### src/hw/rtl/mrtu_pkg.sv
// Shared types, constants and CRC-16 functions for the Modbus RTU frame receiver.
// No dependencies; imported by the front end, queue, back end, top level and testbench.
`default_nettype none
package mrtu_pkg;

    localparam int MAX_FRAME_DEFAULT = 256;
    localparam int QUEUE_DEPTH = 4;
    localparam int QUEUE_PTR_W = $clog2(QUEUE_DEPTH);

    localparam logic [7:0]  FC_READ_HOLDING = 8'h03;
    localparam logic [7:0]  FC_READ_INPUT   = 8'h04;
    localparam logic [7:0]  FC_WRITE_SINGLE = 8'h06;
    localparam logic [7:0]  FC_WRITE_MULTI  = 8'h10;
    localparam logic [8:0]  SHORT_DATA_LEN  = 9'd6;
    localparam logic [8:0]  MULTI_HEAD_LEN  = 9'd5;
    localparam logic [8:0]  MULTI_SPAN_BASE = 9'd7;
    localparam logic [8:0]  MULTI_TAIL_LEN  = 9'd2;
    localparam logic [15:0] CRC_INIT        = 16'hFFFF;
    localparam logic [15:0] CRC_POLY        = 16'hA001;

    typedef enum logic [1:0] {
        PH_IDLE,
        PH_CODE,
        PH_DATA,
        PH_HEAD
    } rx_phase_t;

    typedef enum logic [2:0] {
        CRC_NONE,
        CRC_START,
        CRC_FEED,
        CRC_CHK_LO,
        CRC_CHK_HI
    } crc_op_t;

    typedef struct packed {
        logic [7:0] frame_byte;
        logic [8:0] byte_index;
        logic       frame_end;
        logic       aborted;
        logic       len_ok;
        crc_op_t    op;
    } mrtu_entry_t;

    function automatic logic [15:0] crc16_entry(input logic [7:0] idx);
        logic [15:0] c;
        c = {8'h00, idx};
        for (int k = 0; k < 8; k++) begin
            c = c[0] ? ((c >> 1) ^ CRC_POLY) : (c >> 1);
        end
        return c;
    endfunction

    function automatic logic [15:0] crc16_feed(input logic [15:0] crc, input logic [7:0] b);
        return {8'h00, crc[15:8]} ^ crc16_entry(crc[7:0] ^ b);
    endfunction

endpackage
`default_nettype wire

### src/hw/rtl/mrtu_front.sv
// Front end: tracks the frame phase and counters, tags each frame word with its CRC action.
// Depends on mrtu_pkg.
`default_nettype none
module mrtu_front
    import mrtu_pkg::*;
#(
    parameter int MAX_FRAME = MAX_FRAME_DEFAULT
) (
    input  wire logic        aclk,
    input  wire logic        aresetn,
    input  wire logic [7:0]  slave_address,
    input  wire logic        in_valid,
    input  wire logic [7:0]  in_byte,
    output logic             push,
    output mrtu_entry_t      push_entry
);

    localparam logic [9:0] MaxLen = 10'(MAX_FRAME);

    rx_phase_t  phase_reg, phase_next;
    logic [8:0] remaining_reg, remaining_next;
    logic [8:0] span_reg, span_next;
    logic [8:0] count_reg, count_next;

    logic is_short_code;
    logic last_in_phase;

    assign is_short_code = (in_byte == FC_READ_HOLDING) || (in_byte == FC_READ_INPUT) ||
                           (in_byte == FC_WRITE_SINGLE);
    assign last_in_phase = (remaining_reg <= 9'd1);

    always_comb begin
        phase_next = phase_reg;
        if (in_valid) begin
            case (phase_reg)
                PH_IDLE: begin
                    if (in_byte == slave_address) phase_next = PH_CODE;
                end
                PH_CODE: begin
                    if (is_short_code) phase_next = PH_DATA;
                    else if (in_byte == FC_WRITE_MULTI) phase_next = PH_HEAD;
                    else phase_next = PH_IDLE;
                end
                PH_HEAD: begin
                    if (last_in_phase) phase_next = PH_DATA;
                end
                PH_DATA: begin
                    if (last_in_phase) phase_next = PH_IDLE;
                end
                default: phase_next = PH_IDLE;
            endcase
        end
    end

    always_comb begin
        push                  = 1'b0;
        push_entry.frame_byte = in_byte;
        push_entry.byte_index = count_reg;
        push_entry.frame_end  = 1'b0;
        push_entry.aborted    = 1'b0;
        push_entry.len_ok     = 1'b0;
        push_entry.op         = CRC_NONE;
        remaining_next        = remaining_reg;
        span_next             = span_reg;
        case (phase_reg)
            PH_IDLE: begin
                push_entry.byte_index = 9'd0;
                push_entry.op         = CRC_START;
                push                  = in_valid && (in_byte == slave_address);
                if (push) span_next = 9'd0;
            end
            PH_CODE: begin
                push = in_valid;
                if (is_short_code) begin
                    push_entry.op = CRC_FEED;
                    if (in_valid) begin
                        remaining_next = SHORT_DATA_LEN;
                        span_next      = SHORT_DATA_LEN;
                    end
                end else if (in_byte == FC_WRITE_MULTI) begin
                    push_entry.op = CRC_FEED;
                    if (in_valid) begin
                        remaining_next = MULTI_HEAD_LEN;
                        span_next      = MULTI_SPAN_BASE;
                    end
                end else begin
                    push_entry.frame_end = 1'b1;
                    push_entry.aborted   = 1'b1;
                end
            end
            PH_HEAD: begin
                push          = in_valid;
                push_entry.op = CRC_FEED;
                if (in_valid) begin
                    if (last_in_phase) begin
                        remaining_next = {1'b0, in_byte} + MULTI_TAIL_LEN;
                        span_next      = {1'b0, in_byte} + MULTI_SPAN_BASE;
                    end else begin
                        remaining_next = remaining_reg - 9'd1;
                    end
                end
            end
            PH_DATA: begin
                push = in_valid;
                if (count_reg < span_reg) push_entry.op = CRC_FEED;
                else if (count_reg == span_reg) push_entry.op = CRC_CHK_LO;
                else push_entry.op = CRC_CHK_HI;
                push_entry.frame_end = last_in_phase;
                push_entry.len_ok    = ({1'b0, span_reg} + 10'd2) <= MaxLen;
                if (in_valid) remaining_next = last_in_phase ? 9'd0 : remaining_reg - 9'd1;
            end
            default: begin
                push = 1'b0;
            end
        endcase
        count_next = push ? push_entry.byte_index + 9'd1 : count_reg;
    end

    always_ff @(posedge aclk) begin
        if (!aresetn) begin
            phase_reg     <= PH_IDLE;
            remaining_reg <= '0;
            span_reg      <= '0;
            count_reg     <= '0;
        end else begin
            phase_reg     <= phase_next;
            remaining_reg <= remaining_next;
            span_reg      <= span_next;
            count_reg     <= count_next;
        end
    end

endmodule
`default_nettype wire

### src/hw/rtl/mrtu_queue.sv
// Short FIFO of tagged frame words between the front end and the CRC back end.
// Depends on mrtu_pkg.
`default_nettype none
module mrtu_queue
    import mrtu_pkg::*;
(
    input  wire logic         aclk,
    input  wire logic         aresetn,
    input  wire logic         push,
    input  wire mrtu_entry_t  push_entry,
    output logic              not_full,
    input  wire logic         pop,
    output logic              not_empty,
    output mrtu_entry_t       pop_entry
);

    mrtu_entry_t mem [QUEUE_DEPTH];

    logic [QUEUE_PTR_W-1:0] wr_ptr_reg, rd_ptr_reg;
    logic [QUEUE_PTR_W:0]   level_reg, level_next;

    assign not_full  = (level_reg != (QUEUE_PTR_W+1)'(QUEUE_DEPTH));
    assign not_empty = (level_reg != '0);
    assign pop_entry = mem[rd_ptr_reg];

    always_comb begin
        level_next = level_reg;
        if (push && !pop) level_next = level_reg + 1'b1;
        else if (pop && !push) level_next = level_reg - 1'b1;
    end

    always_ff @(posedge aclk) begin
        if (push) mem[wr_ptr_reg] <= push_entry;
    end

    always_ff @(posedge aclk) begin
        if (!aresetn) begin
            wr_ptr_reg <= '0;
            rd_ptr_reg <= '0;
            level_reg  <= '0;
        end else begin
            if (push) wr_ptr_reg <= wr_ptr_reg + 1'b1;
            if (pop)  rd_ptr_reg <= rd_ptr_reg + 1'b1;
            level_reg <= level_next;
        end
    end

endmodule
`default_nettype wire

### src/hw/rtl/mrtu_back.sv
// Back end: runs the CRC-16 over queued words, checks the trailer and holds the output word.
// Depends on mrtu_pkg.
`default_nettype none
module mrtu_back
    import mrtu_pkg::*;
(
    input  wire logic         aclk,
    input  wire logic         aresetn,
    input  wire logic         q_valid,
    input  wire mrtu_entry_t  q_entry,
    output logic              q_pop,
    output logic              out_valid,
    input  wire logic         out_ready,
    output logic [7:0]        out_byte,
    output logic [8:0]        out_index,
    output logic              out_end,
    output logic              out_crc_ok,
    output logic              out_aborted
);

    logic [15:0] crc_reg, crc_next;
    logic        hi_match_reg, hi_match_next;
    logic        valid_reg;
    logic [7:0]  byte_reg;
    logic [8:0]  index_reg;
    logic        end_reg, ok_reg, abort_reg;
    logic        ok_next;

    assign q_pop = q_valid && (!valid_reg || out_ready);

    always_comb begin
        crc_next      = crc_reg;
        hi_match_next = hi_match_reg;
        case (q_entry.op)
            CRC_START: begin
                crc_next      = crc16_feed(CRC_INIT, q_entry.frame_byte);
                hi_match_next = 1'b0;
            end
            CRC_FEED:   crc_next = crc16_feed(crc_reg, q_entry.frame_byte);
            CRC_CHK_LO: hi_match_next = (q_entry.frame_byte == crc_reg[7:0]);
            default: begin
                crc_next = crc_reg;
            end
        endcase
        ok_next = q_entry.frame_end && q_entry.len_ok && (q_entry.op == CRC_CHK_HI) &&
                  hi_match_reg && (q_entry.frame_byte == crc_reg[15:8]);
    end

    always_ff @(posedge aclk) begin
        if (!aresetn) begin
            crc_reg      <= CRC_INIT;
            hi_match_reg <= 1'b0;
            valid_reg    <= 1'b0;
        end else begin
            if (q_pop) begin
                crc_reg      <= crc_next;
                hi_match_reg <= hi_match_next;
                valid_reg    <= 1'b1;
            end else if (out_ready) begin
                valid_reg    <= 1'b0;
            end
        end
    end

    always_ff @(posedge aclk) begin
        if (q_pop) begin
            byte_reg  <= q_entry.frame_byte;
            index_reg <= q_entry.byte_index;
            end_reg   <= q_entry.frame_end;
            ok_reg    <= ok_next;
            abort_reg <= q_entry.aborted;
        end
    end

    assign out_valid   = valid_reg;
    assign out_byte    = byte_reg;
    assign out_index   = index_reg;
    assign out_end     = end_reg;
    assign out_crc_ok  = ok_reg;
    assign out_aborted = abort_reg;

endmodule
`default_nettype wire

### src/hw/rtl/modbus_rtu_frame_receiver_unit.sv
// Modbus RTU frame receiver top level: front end, word queue and CRC back end.
// Depends on mrtu_pkg, mrtu_front, mrtu_queue and mrtu_back.
//
// Accepts one received byte per cycle while the queue has room and returns each
// frame byte with its index; the last byte of a frame carries tlast and the
// CRC-16 verdict. Bytes outside a frame are dropped. The front end classifies a
// byte in the cycle it is taken, the four-word queue absorbs output stalls, and
// the back end folds the byte into the CRC through a 256-entry table lookup;
// a word is written into the queue and then into the back-end output register.
`default_nettype none
module modbus_rtu_frame_receiver_unit
    import mrtu_pkg::*;
#(
    parameter int MAX_FRAME = MAX_FRAME_DEFAULT
) (
    input  wire logic        aclk,
    input  wire logic        aresetn,
    input  wire logic        cfg_we,
    input  wire logic [7:0]  cfg_wdata,      // slave_address
    input  wire logic        s_tvalid,
    output logic             s_tready,
    input  wire logic [7:0]  s_tdata,        // [7:0] rx_byte
    output logic             m_tvalid,
    input  wire logic        m_tready,
    output logic [23:0]      m_tdata,        // [7:0] frame_byte, [16:8] byte_index, rest 0
    output logic             m_tlast,
    output logic [1:0]       m_tuser         // [0] crc_ok, [1] aborted
);

    logic [7:0]  slave_address_reg;
    logic        fifo_not_full, fifo_not_empty;
    logic        push, pop;
    mrtu_entry_t push_entry, pop_entry;
    logic [7:0]  out_byte;
    logic [8:0]  out_index;
    logic        out_crc_ok, out_aborted;

    always_ff @(posedge aclk) begin
        if (!aresetn) slave_address_reg <= 8'h01;
        else if (cfg_we) slave_address_reg <= cfg_wdata;
    end

    assign s_tready = fifo_not_full;

    mrtu_front #(.MAX_FRAME(MAX_FRAME)) u_front (
        .aclk          (aclk),
        .aresetn       (aresetn),
        .slave_address (slave_address_reg),
        .in_valid      (s_tvalid && fifo_not_full),
        .in_byte       (s_tdata),
        .push          (push),
        .push_entry    (push_entry)
    );

    mrtu_queue u_queue (
        .aclk       (aclk),
        .aresetn    (aresetn),
        .push       (push),
        .push_entry (push_entry),
        .not_full   (fifo_not_full),
        .pop        (pop),
        .not_empty  (fifo_not_empty),
        .pop_entry  (pop_entry)
    );

    mrtu_back u_back (
        .aclk        (aclk),
        .aresetn     (aresetn),
        .q_valid     (fifo_not_empty),
        .q_entry     (pop_entry),
        .q_pop       (pop),
        .out_valid   (m_tvalid),
        .out_ready   (m_tready),
        .out_byte    (out_byte),
        .out_index   (out_index),
        .out_end     (m_tlast),
        .out_crc_ok  (out_crc_ok),
        .out_aborted (out_aborted)
    );

    assign m_tdata = {7'd0, out_index, out_byte};
    assign m_tuser = {out_aborted, out_crc_ok};

endmodule
`default_nettype wire

### config.mk
export PLATFORM = sky130hd
export DESIGN_NAME = modbus_rtu_frame_receiver_unit
export DESIGN_NICKNAME = d
export VERILOG_FILES = /design/src/hw/rtl/mrtu_pkg.sv /design/src/hw/rtl/mrtu_front.sv /design/src/hw/rtl/mrtu_queue.sv /design/src/hw/rtl/mrtu_back.sv /design/src/hw/rtl/modbus_rtu_frame_receiver_unit.sv
export SDC_FILE = /design/constraint.sdc
export NUM_CORES = 1
export LEC_CHECK = 0
export BUFFER_PORTS_ARGS = -buffer_cell sky130_fd_sc_hd__buf_2
export CAP_MARGIN = 10
export CORE_ASPECT_RATIO = 1.75
export CORE_MARGIN = 2
export CORE_UTILIZATION = 28
export CTS_CLUSTER_SIZE = 24
export DETAILED_ROUTE_END_ITERATION = 16
export GPL_TIMING_DRIVEN = 0
export PLACE_DENSITY = 0.46
export SYNTH_ARGS = -nofsm -noshare
export SYNTH_HDL_FRONTEND = slang
export SYNTH_SLANG_ARGS = --single-unit
### constraint.sdc
create_clock -name aclk -period 4.3 [get_ports aclk]
set_clock_uncertainty 0.15 [all_clocks]
set_input_delay 0.215 -clock aclk [delete_from_list [all_inputs] [get_ports aclk]]
set_output_delay 0.215 -clock aclk [all_outputs]
set_load 0.01 [all_outputs]
==> results by group, run 1 <==
Outcome
  • Status: finished clean

Worst setup path
  • Buffers & Inverters on Critical Path: 5
  • Crit path max-delay family: buffers and inverters
  • CP startpoint kind: primary input
  • Worst Setup Path Type: in -> reg
  • Worst-path cell chain: dlygate4sd3_1, buf_2, xor2_1, nor4_1, nand2_1, a21o_1, inv_2, buf_1, ha_1, inv_1, fa_1, xor2_1, or3_1, a21oi_1
  • Slowest CP cell: nor4_1
  • CP Data Arrival Time: 4.08 ns
  • Critical path data required time: 4.52 ns
  • CP max FO: 16
  • CP peak stage delay: 0.56 ns
  • Worst setup EP type: flop
  • CP most frequent cell: xor2_1

Global routing
  • Overflow after GRT: 0
  • Vias in the first global route: 5,650
  • First-pass GRT wire length: 32.2 mm
  • GRT Total Usage: 13.7%
  • Initial antenna violation count: 0
  • Largest net degree at the start of global routing: 23

CTS
  • CTS Buf Count: 17
  • Clk root buf: clkbuf_16
  • CTS clk-pin slew, worst paths: 0.07 ns
  • Worst-Skew Late Latency: 0.45 ns
  • CTS tree: done
  • H-tree depth: 4
  • Sink Count: 176
  • CTS Buffer Depth: 2

Logic synthesis
  • Most common cell in the netlist: edfxtp_1
  • Leading area contributor after synthesis: edfxtp_1
  • Top FF cell, synth: edfxtp_1
  • Synth top area cells: edfxtp_1 39%, dfxtp_1 15%, xnor2_1 4.9%, ha_1 4.8%, mux4_2 4.5%
  • Synth warn: 0
  • Post-synthesis cell area: 8540 sq um
  • Asr flop ratio synth: 0%
  • Seq/Total Area, Yosys: 54.4%
  • Syn Area/Cell: 12.3 sq um
  • Post-synth EDFFs: 112
  • Post-synth top area share: 39.4%
  • Syn Inst Count: 697
  • Unique cell type count in the Yosys netlist: 68
  • Top cells by count, synth: 112 x edfxtp_1, 64 x dfxtp_1, 56 x nor2_1
  • Synth Register Bits: 176

Layout
  • Max FFs per register: 92
  • Antenna cells: 0
  • Share of cells above drive strength 1: 17.1%
  • Multi-input gate area: 3530 sq um
  • Fin area: 10,200 sq um
  • Number of fill cells: 3,085
  • Final Net Count: 838
  • Register area: 4640 sq um
  • Synth-to-Final Area Change: 19.0%

Hold path
  • Worst Hold Class: in -> reg

Die
  • Core Box Area: 30,100 sq um
  • Die Area: 32,000 sq um
  • Initial Util: 28.4%
  • Die height: 235 um
  • IO Pins: 50
  • Chip width: 136 um
  • Row count: 84

Route
  • DRT Pass-1 Iters: 4
  • Via Count: 5,535
  • WL/cell: 17.4 um
  • Via-to-Cell Ratio: 4.68
  • Residual DRC count: 0
  • Starting DRT DRC Count: 229
  • Post-Route WL: 20.6 mm
  • Detail Route Antenna Nets: 0

Timing
  • FMAX: 259 MHz
  • Worst Tran Pin Value: 1.15 ns
  • Minimum clock period: 3.86 ns
  • Final setup margin: 0.441 ns
  • Final setup fails: 0
  • Setup TNS: 0 ns
  • Slew Limit Fails: 0
  • Unrepaired setup endpoints after global routing: false
  • Fin crit share: 89.7%
  • Max_slew headroom: 22.5%
  • Final hold viol count: 0

Power and ir drop
  • Pleak: 3.67 nW
  • Worst VDD drop: 0.330 mV
  • Total power: 0.00542 W
  • Ratio of total power to cell area: 533 nW/um^2

Placement
  • Post-DP HPWL: 15.4 mm
  • GPL Wtd Cong: 0.813
  • Pre-CTS setup slack: 0.130 ns
  • Number of buffers added on ports: 40
  • Dpl cell area: 9340 sq um

Job
  • Max-cap viol count: 0
==> layer usage <==
| layer | track usage (%) | vias up | wire length [um] |
|---|---|---|---|
| met5 | 0 | - | 0 |
| met4 | 6.16 | 0 | 547 |
| met3 | 2.78 | 34 | 566 |
| met2 | 26.2 | 86 | 11800 |
| met1 | 13.7 | 2728 | 7650 |
| li1 | - | 2687 | - |
==> area by class of cell <==
type | count | area share, %
inverter | 27 | 0.998
clock inverter | 14 | 2.07
multi-input combinational | 456 | 34.8
tap | 387 | 4.77
buffer | 43 | 2.73
clock buffer | 17 | 4.19
timing repair buffer | 62 | 4.73
sequential | 176 | 45.7
==> power breakdown <==
part / internal, W / switching [W] / total, W
combinational: 0.000731 / 0.000884 / 0.00161
clock: 0.00103 / 0.000677 / 0.00170
sequential: 0.00200 / 0.0000969 / 0.00210
total: 0.00376 / 0.00166 / 0.00542
==> worst paths after layout <==
path	cells after the start	slack, ns	to	startpoint
worst max-delay path	14	0.44	u_queue.level_reg[2]$_SDFFE_PN0P_	s_tdata[4]
worst min-delay path	2	0.03	u_back.crc_reg[5]$_SDFFE_PN1P_	aresetn
worst max register to register	12	0.71	u_queue.level_reg[2]$_SDFFE_PN0P_	slave_address_reg[4]$_SDFFE_PN0P_
worst min register to register	2	0.32	u_front.span_reg[6]$_SDFFE_PN0P_	u_front.span_reg[6]$_SDFFE_PN0P_
==> stage by stage <==
step | hold WS [ns] | instances | util [%]
floorplan | 0.164 | 703 | -
global placement | 0.303 | 1130 | 30.8
detailed placement | 0.310 | 1134 | 31.1
CTS | 0.0248 | 1182 | 33.8
global route | 0.0639 | 1182 | 33.8
finish | 0.0306 | 1182 | 33.8
==> layout by cell type, fill, tap and decap left out, drive strengths merged, types with 2 or more instances in the layout <==
cell type / n
o21a: 3
edfxtp: 112
and3: 5
clkbuf: 29
dfxtp: 64
nor2: 58
buf: 75
a21o: 4
nand3: 11
mux2i: 14
nor4: 3
nor3: 17
o31ai: 2
o21ai: 30
nand2b: 9
nor2b: 12
nand2: 41
a31o: 2
o22ai: 4
or3: 2
conb: 7
a22oi: 7
inv: 31
bufinv: 5
ha: 33
and2: 4
a211oi: 8
nand3b: 3
a31oi: 5
mux4: 23
a21oi: 34
nor3b: 2
xnor2: 51
dlygate4sd3: 17
xor2: 27
clkinv: 4
a311oi: 3
nand4: 8
o211ai: 8
==> kinds of logic (layout without fill, tap and decap cells) <==
family | after synthesis | count (layout) | share of synthesized area [%]
AO/OA/AOI/OAI | 121 | 121 | 9.14
XOR/XNOR | 78 | 78 | 8.66
adder cells (fa/ha/maj) | 34 | 34 | 5.07
buffers and inverters | 71 | 163 | 4.48
flip-flops | 176 | 176 | 54.4
multiplexers | 37 | 37 | 7.97
other | 1 | 7 | 0.0439
AND/OR/NAND/NOR | 179 | 179 | 10.2
==> worst register-to-register path: stages (launching register included) <==
cell and delay [ns]:
dfxtp_1 0.34, xor2_1 0.14, nor4_1 0.56, nand2_1 0.20, a21o_1 0.32, inv_2 0.19, buf_1 0.33, ha_1 0.25
inv_1 0.06, fa_1 0.37, xor2_1 0.16, or3_1 0.31, a21oi_1 0.14
==> what timing repair did <==
item	4_1_cts	5_1_grt
hold buffers	17	0
gates resized for setup	0	0
endpoints found under the setup margin	0	1
setup buffers	0	0
endpoints found under the hold margin	41	0
Power figures use the tool's default switching activity.
==> inputs of run 2 (changes only) <==
--- a/config.mk
+++ b/config.mk
@@ -13,7 +13,7 @@
 export CTS_CLUSTER_SIZE = 24
 export DETAILED_ROUTE_END_ITERATION = 16
 export GPL_TIMING_DRIVEN = 0
-export PLACE_DENSITY = 0.46
+export PLACE_DENSITY = 0.51
 export SYNTH_ARGS = -nofsm -noshare
 export SYNTH_HDL_FRONTEND = slang
 export SYNTH_SLANG_ARGS = --single-unit
==> run 2 against run 1 <==
Critical path depth increased by 1. First-iteration DRC count increased by 25%. Final cell count unchanged. Critical endpoint unchanged. Highest routed layer unchanged.
==> results by group, run 2 (synthesized netlist as in run 1, its figures left out) <==
Outcome
  • Status: finished clean

Timing
  • Slew Limit Fails: 0
  • Minimum clock period: 3.89 ns
  • Max_slew headroom: 22.9%
  • Setup TNS: 0 ns
  • Unrepaired setup endpoints after global routing: false
  • Final setup margin: 0.415 ns
  • FMAX: 257 MHz
  • Final hold viol count: 0
  • Worst Tran Pin Value: 1.15 ns
  • Fin crit share: 90.4%
  • Final setup fails: 0

Layout
  • Antenna cells: 0
  • Final Non-Filler Cells: 1,182
  • Final Net Count: 838
  • Share of cells above drive strength 1: 17.1%
  • Max FFs per register: 92
  • Final core occ: 33.5%
  • Most common cell after layout, fill and taps aside: edfxtp_1
  • Most frequent cells in the layout: 112 x edfxtp_1, 64 x dfxtp_1, 56 x nor2_1
  • Synth-to-Final Area Change: 17.9%
  • Fin area: 10,100 sq um

Die
  • Chip width: 136 um
  • Die Area: 32,000 sq um
  • Core Box Area: 30,100 sq um
  • Initial Util: 28.4%
  • Die height: 235 um
  • Row count: 84
  • IO Pins: 50

Placement
  • Pre-CTS setup slack: 0.0306 ns
  • Post-DP HPWL: 14.9 mm
  • Number of buffers added on ports: 40
  • Placed Cells: 1,132
  • GPL Wtd Cong: 0.835
  • Dpl cell area: 9300 sq um

Global routing
  • Overflow after GRT: 0
  • First-pass GRT wire length: 31.7 mm
  • GRT Total Usage: 13.1%
  • Largest net degree at the start of global routing: 24
  • Initial antenna violation count: 0
  • Vias in the first global route: 5,730

CTS
  • CTS tree: done
  • Sink Count: 176
  • # Post-CTS Setup Buffers: 0
  • CTS clk-pin slew, worst paths: 0.07 ns
  • Worst-Skew Late Latency: 0.44 ns
  • CTS Buffer Depth: 2
  • Clk root buf: clkbuf_16
  • CTS Buf Count: 17
  • H-tree depth: 4

Power and ir drop
  • Ratio of total power to cell area: 513 nW/um^2
  • Worst VDD drop: 0.329 mV
  • Sw Pwr: 0.00163 W
  • Clock Power Share: 28.5%
  • Pleak: 3.62 nW
  • Sw Ratio: 31.6%
  • Flop pwr share: 40.6%
  • Internal: 0.00353 W
  • Combinational share of power: 30.9%

Worst setup path
  • Critical path data required time: 4.51 ns
  • Setup slack on the worst flop-to-flop path: 0.75 ns
  • Worst-path cell chain: dlygate4sd3_1, buf_2, clkbuf_1, xor2_1, nor4_1, nand2_1, a21o_1, inv_2, buf_1, ha_1, inv_1, fa_1, xor2_1, or3_1, a21oi_1
  • Slowest CP cell: dlygate4sd3_1
  • CP most frequent cell: xor2_1
  • CP peak stage delay: 0.52 ns
  • Worst Setup Path Type: in -> reg
  • CP max FO: 10
  • CP Data Arrival Time: 4.09 ns
  • CP startpoint kind: primary input
  • Worst setup EP type: flop
  • Crit path max-delay family: buffers and inverters
  • Buffers & Inverters on Critical Path: 6

Route
  • DRT Pass-1 Iters: 4
  • Via-to-Cell Ratio: 4.65
  • WL/cell: 17.0 um
  • Detail Route Antenna Nets: 0
  • Via Count: 5,492
  • Post-Route WL: 20.1 mm
  • Residual DRC count: 0
  • Starting DRT DRC Count: 286

Job
  • Max-cap viol count: 0

Hold path
  • Worst Hold Class: in -> reg
## run 2: cell count changes in the layout (fill, tap and decap cells not counted)
cell / change
buf_1: +1
buf_16: +1
buf_8: -1
bufinv_16: -4
clkbuf_1: +1
clkinv_1: -1
clkinv_2: +2
clkinv_4: +2
dlymetal6s2s_1: -1
## run 2: power groups by stage
stage | Sequential [W] | Clock (W) | Combinational, W
finish | 0.00210 | 0.00147 | 0.00159
floorplan | 0.00217 | 0 | 0.00115
global placement | 0.00213 | 0 | 0.00161
global route | 0.00212 | 0.00157 | 0.00175
detailed placement | 0.00214 | 0 | 0.00161
CTS | 0.00210 | 0.00151 | 0.00163
## run 2: layout make-up
type,count,area [sq um]
multi-input combinational,456,3530
clock buffer,18,429
fill,3098,20000
clock inverter,13,114
tap,387,484
sequential,176,4640
timing repair buffer,61,480
inverter,27,101
buffer,44,282
## run 2: timing repair
action,4_1_cts,5_1_grt
hold buffers,17,0
endpoints found under the hold margin,41,0
gates resized for setup,0,0
## run 2: through the flow
stage | hold slack [ns] | total power, W
floorplan | 0.164 | 0.00332
finish | 0.0612 | 0.00517
global placement | 0.302 | 0.00374
CTS | 0.0541 | 0.00524
detailed placement | 0.310 | 0.00375
global route | 0.0822 | 0.00544
## run 2: worst paths after layout
kind,to,start,depth (start not counted)
min,u_back.crc_reg[5]$_SDFFE_PN1P_,aresetn,2
min reg2reg,u_back.out_valid$_SDFFE_PN0P_,u_back.out_valid$_SDFFE_PN0P_,2
max reg2reg,u_queue.level_reg[2]$_SDFFE_PN0P_,slave_address_reg[4]$_SDFFE_PN0P_,12
max,u_queue.level_reg[2]$_SDFFE_PN0P_,s_tdata[2],15
## run 2: metal layers
layer	part of all wire, %	up-vias	GRT usage [%]
li1	-	2689	-
met1	39	2715	13.6
met2	57	71	25.5
met3	2.0	17	2.01
met4	2.0	0	5.24
met5	0	-	0
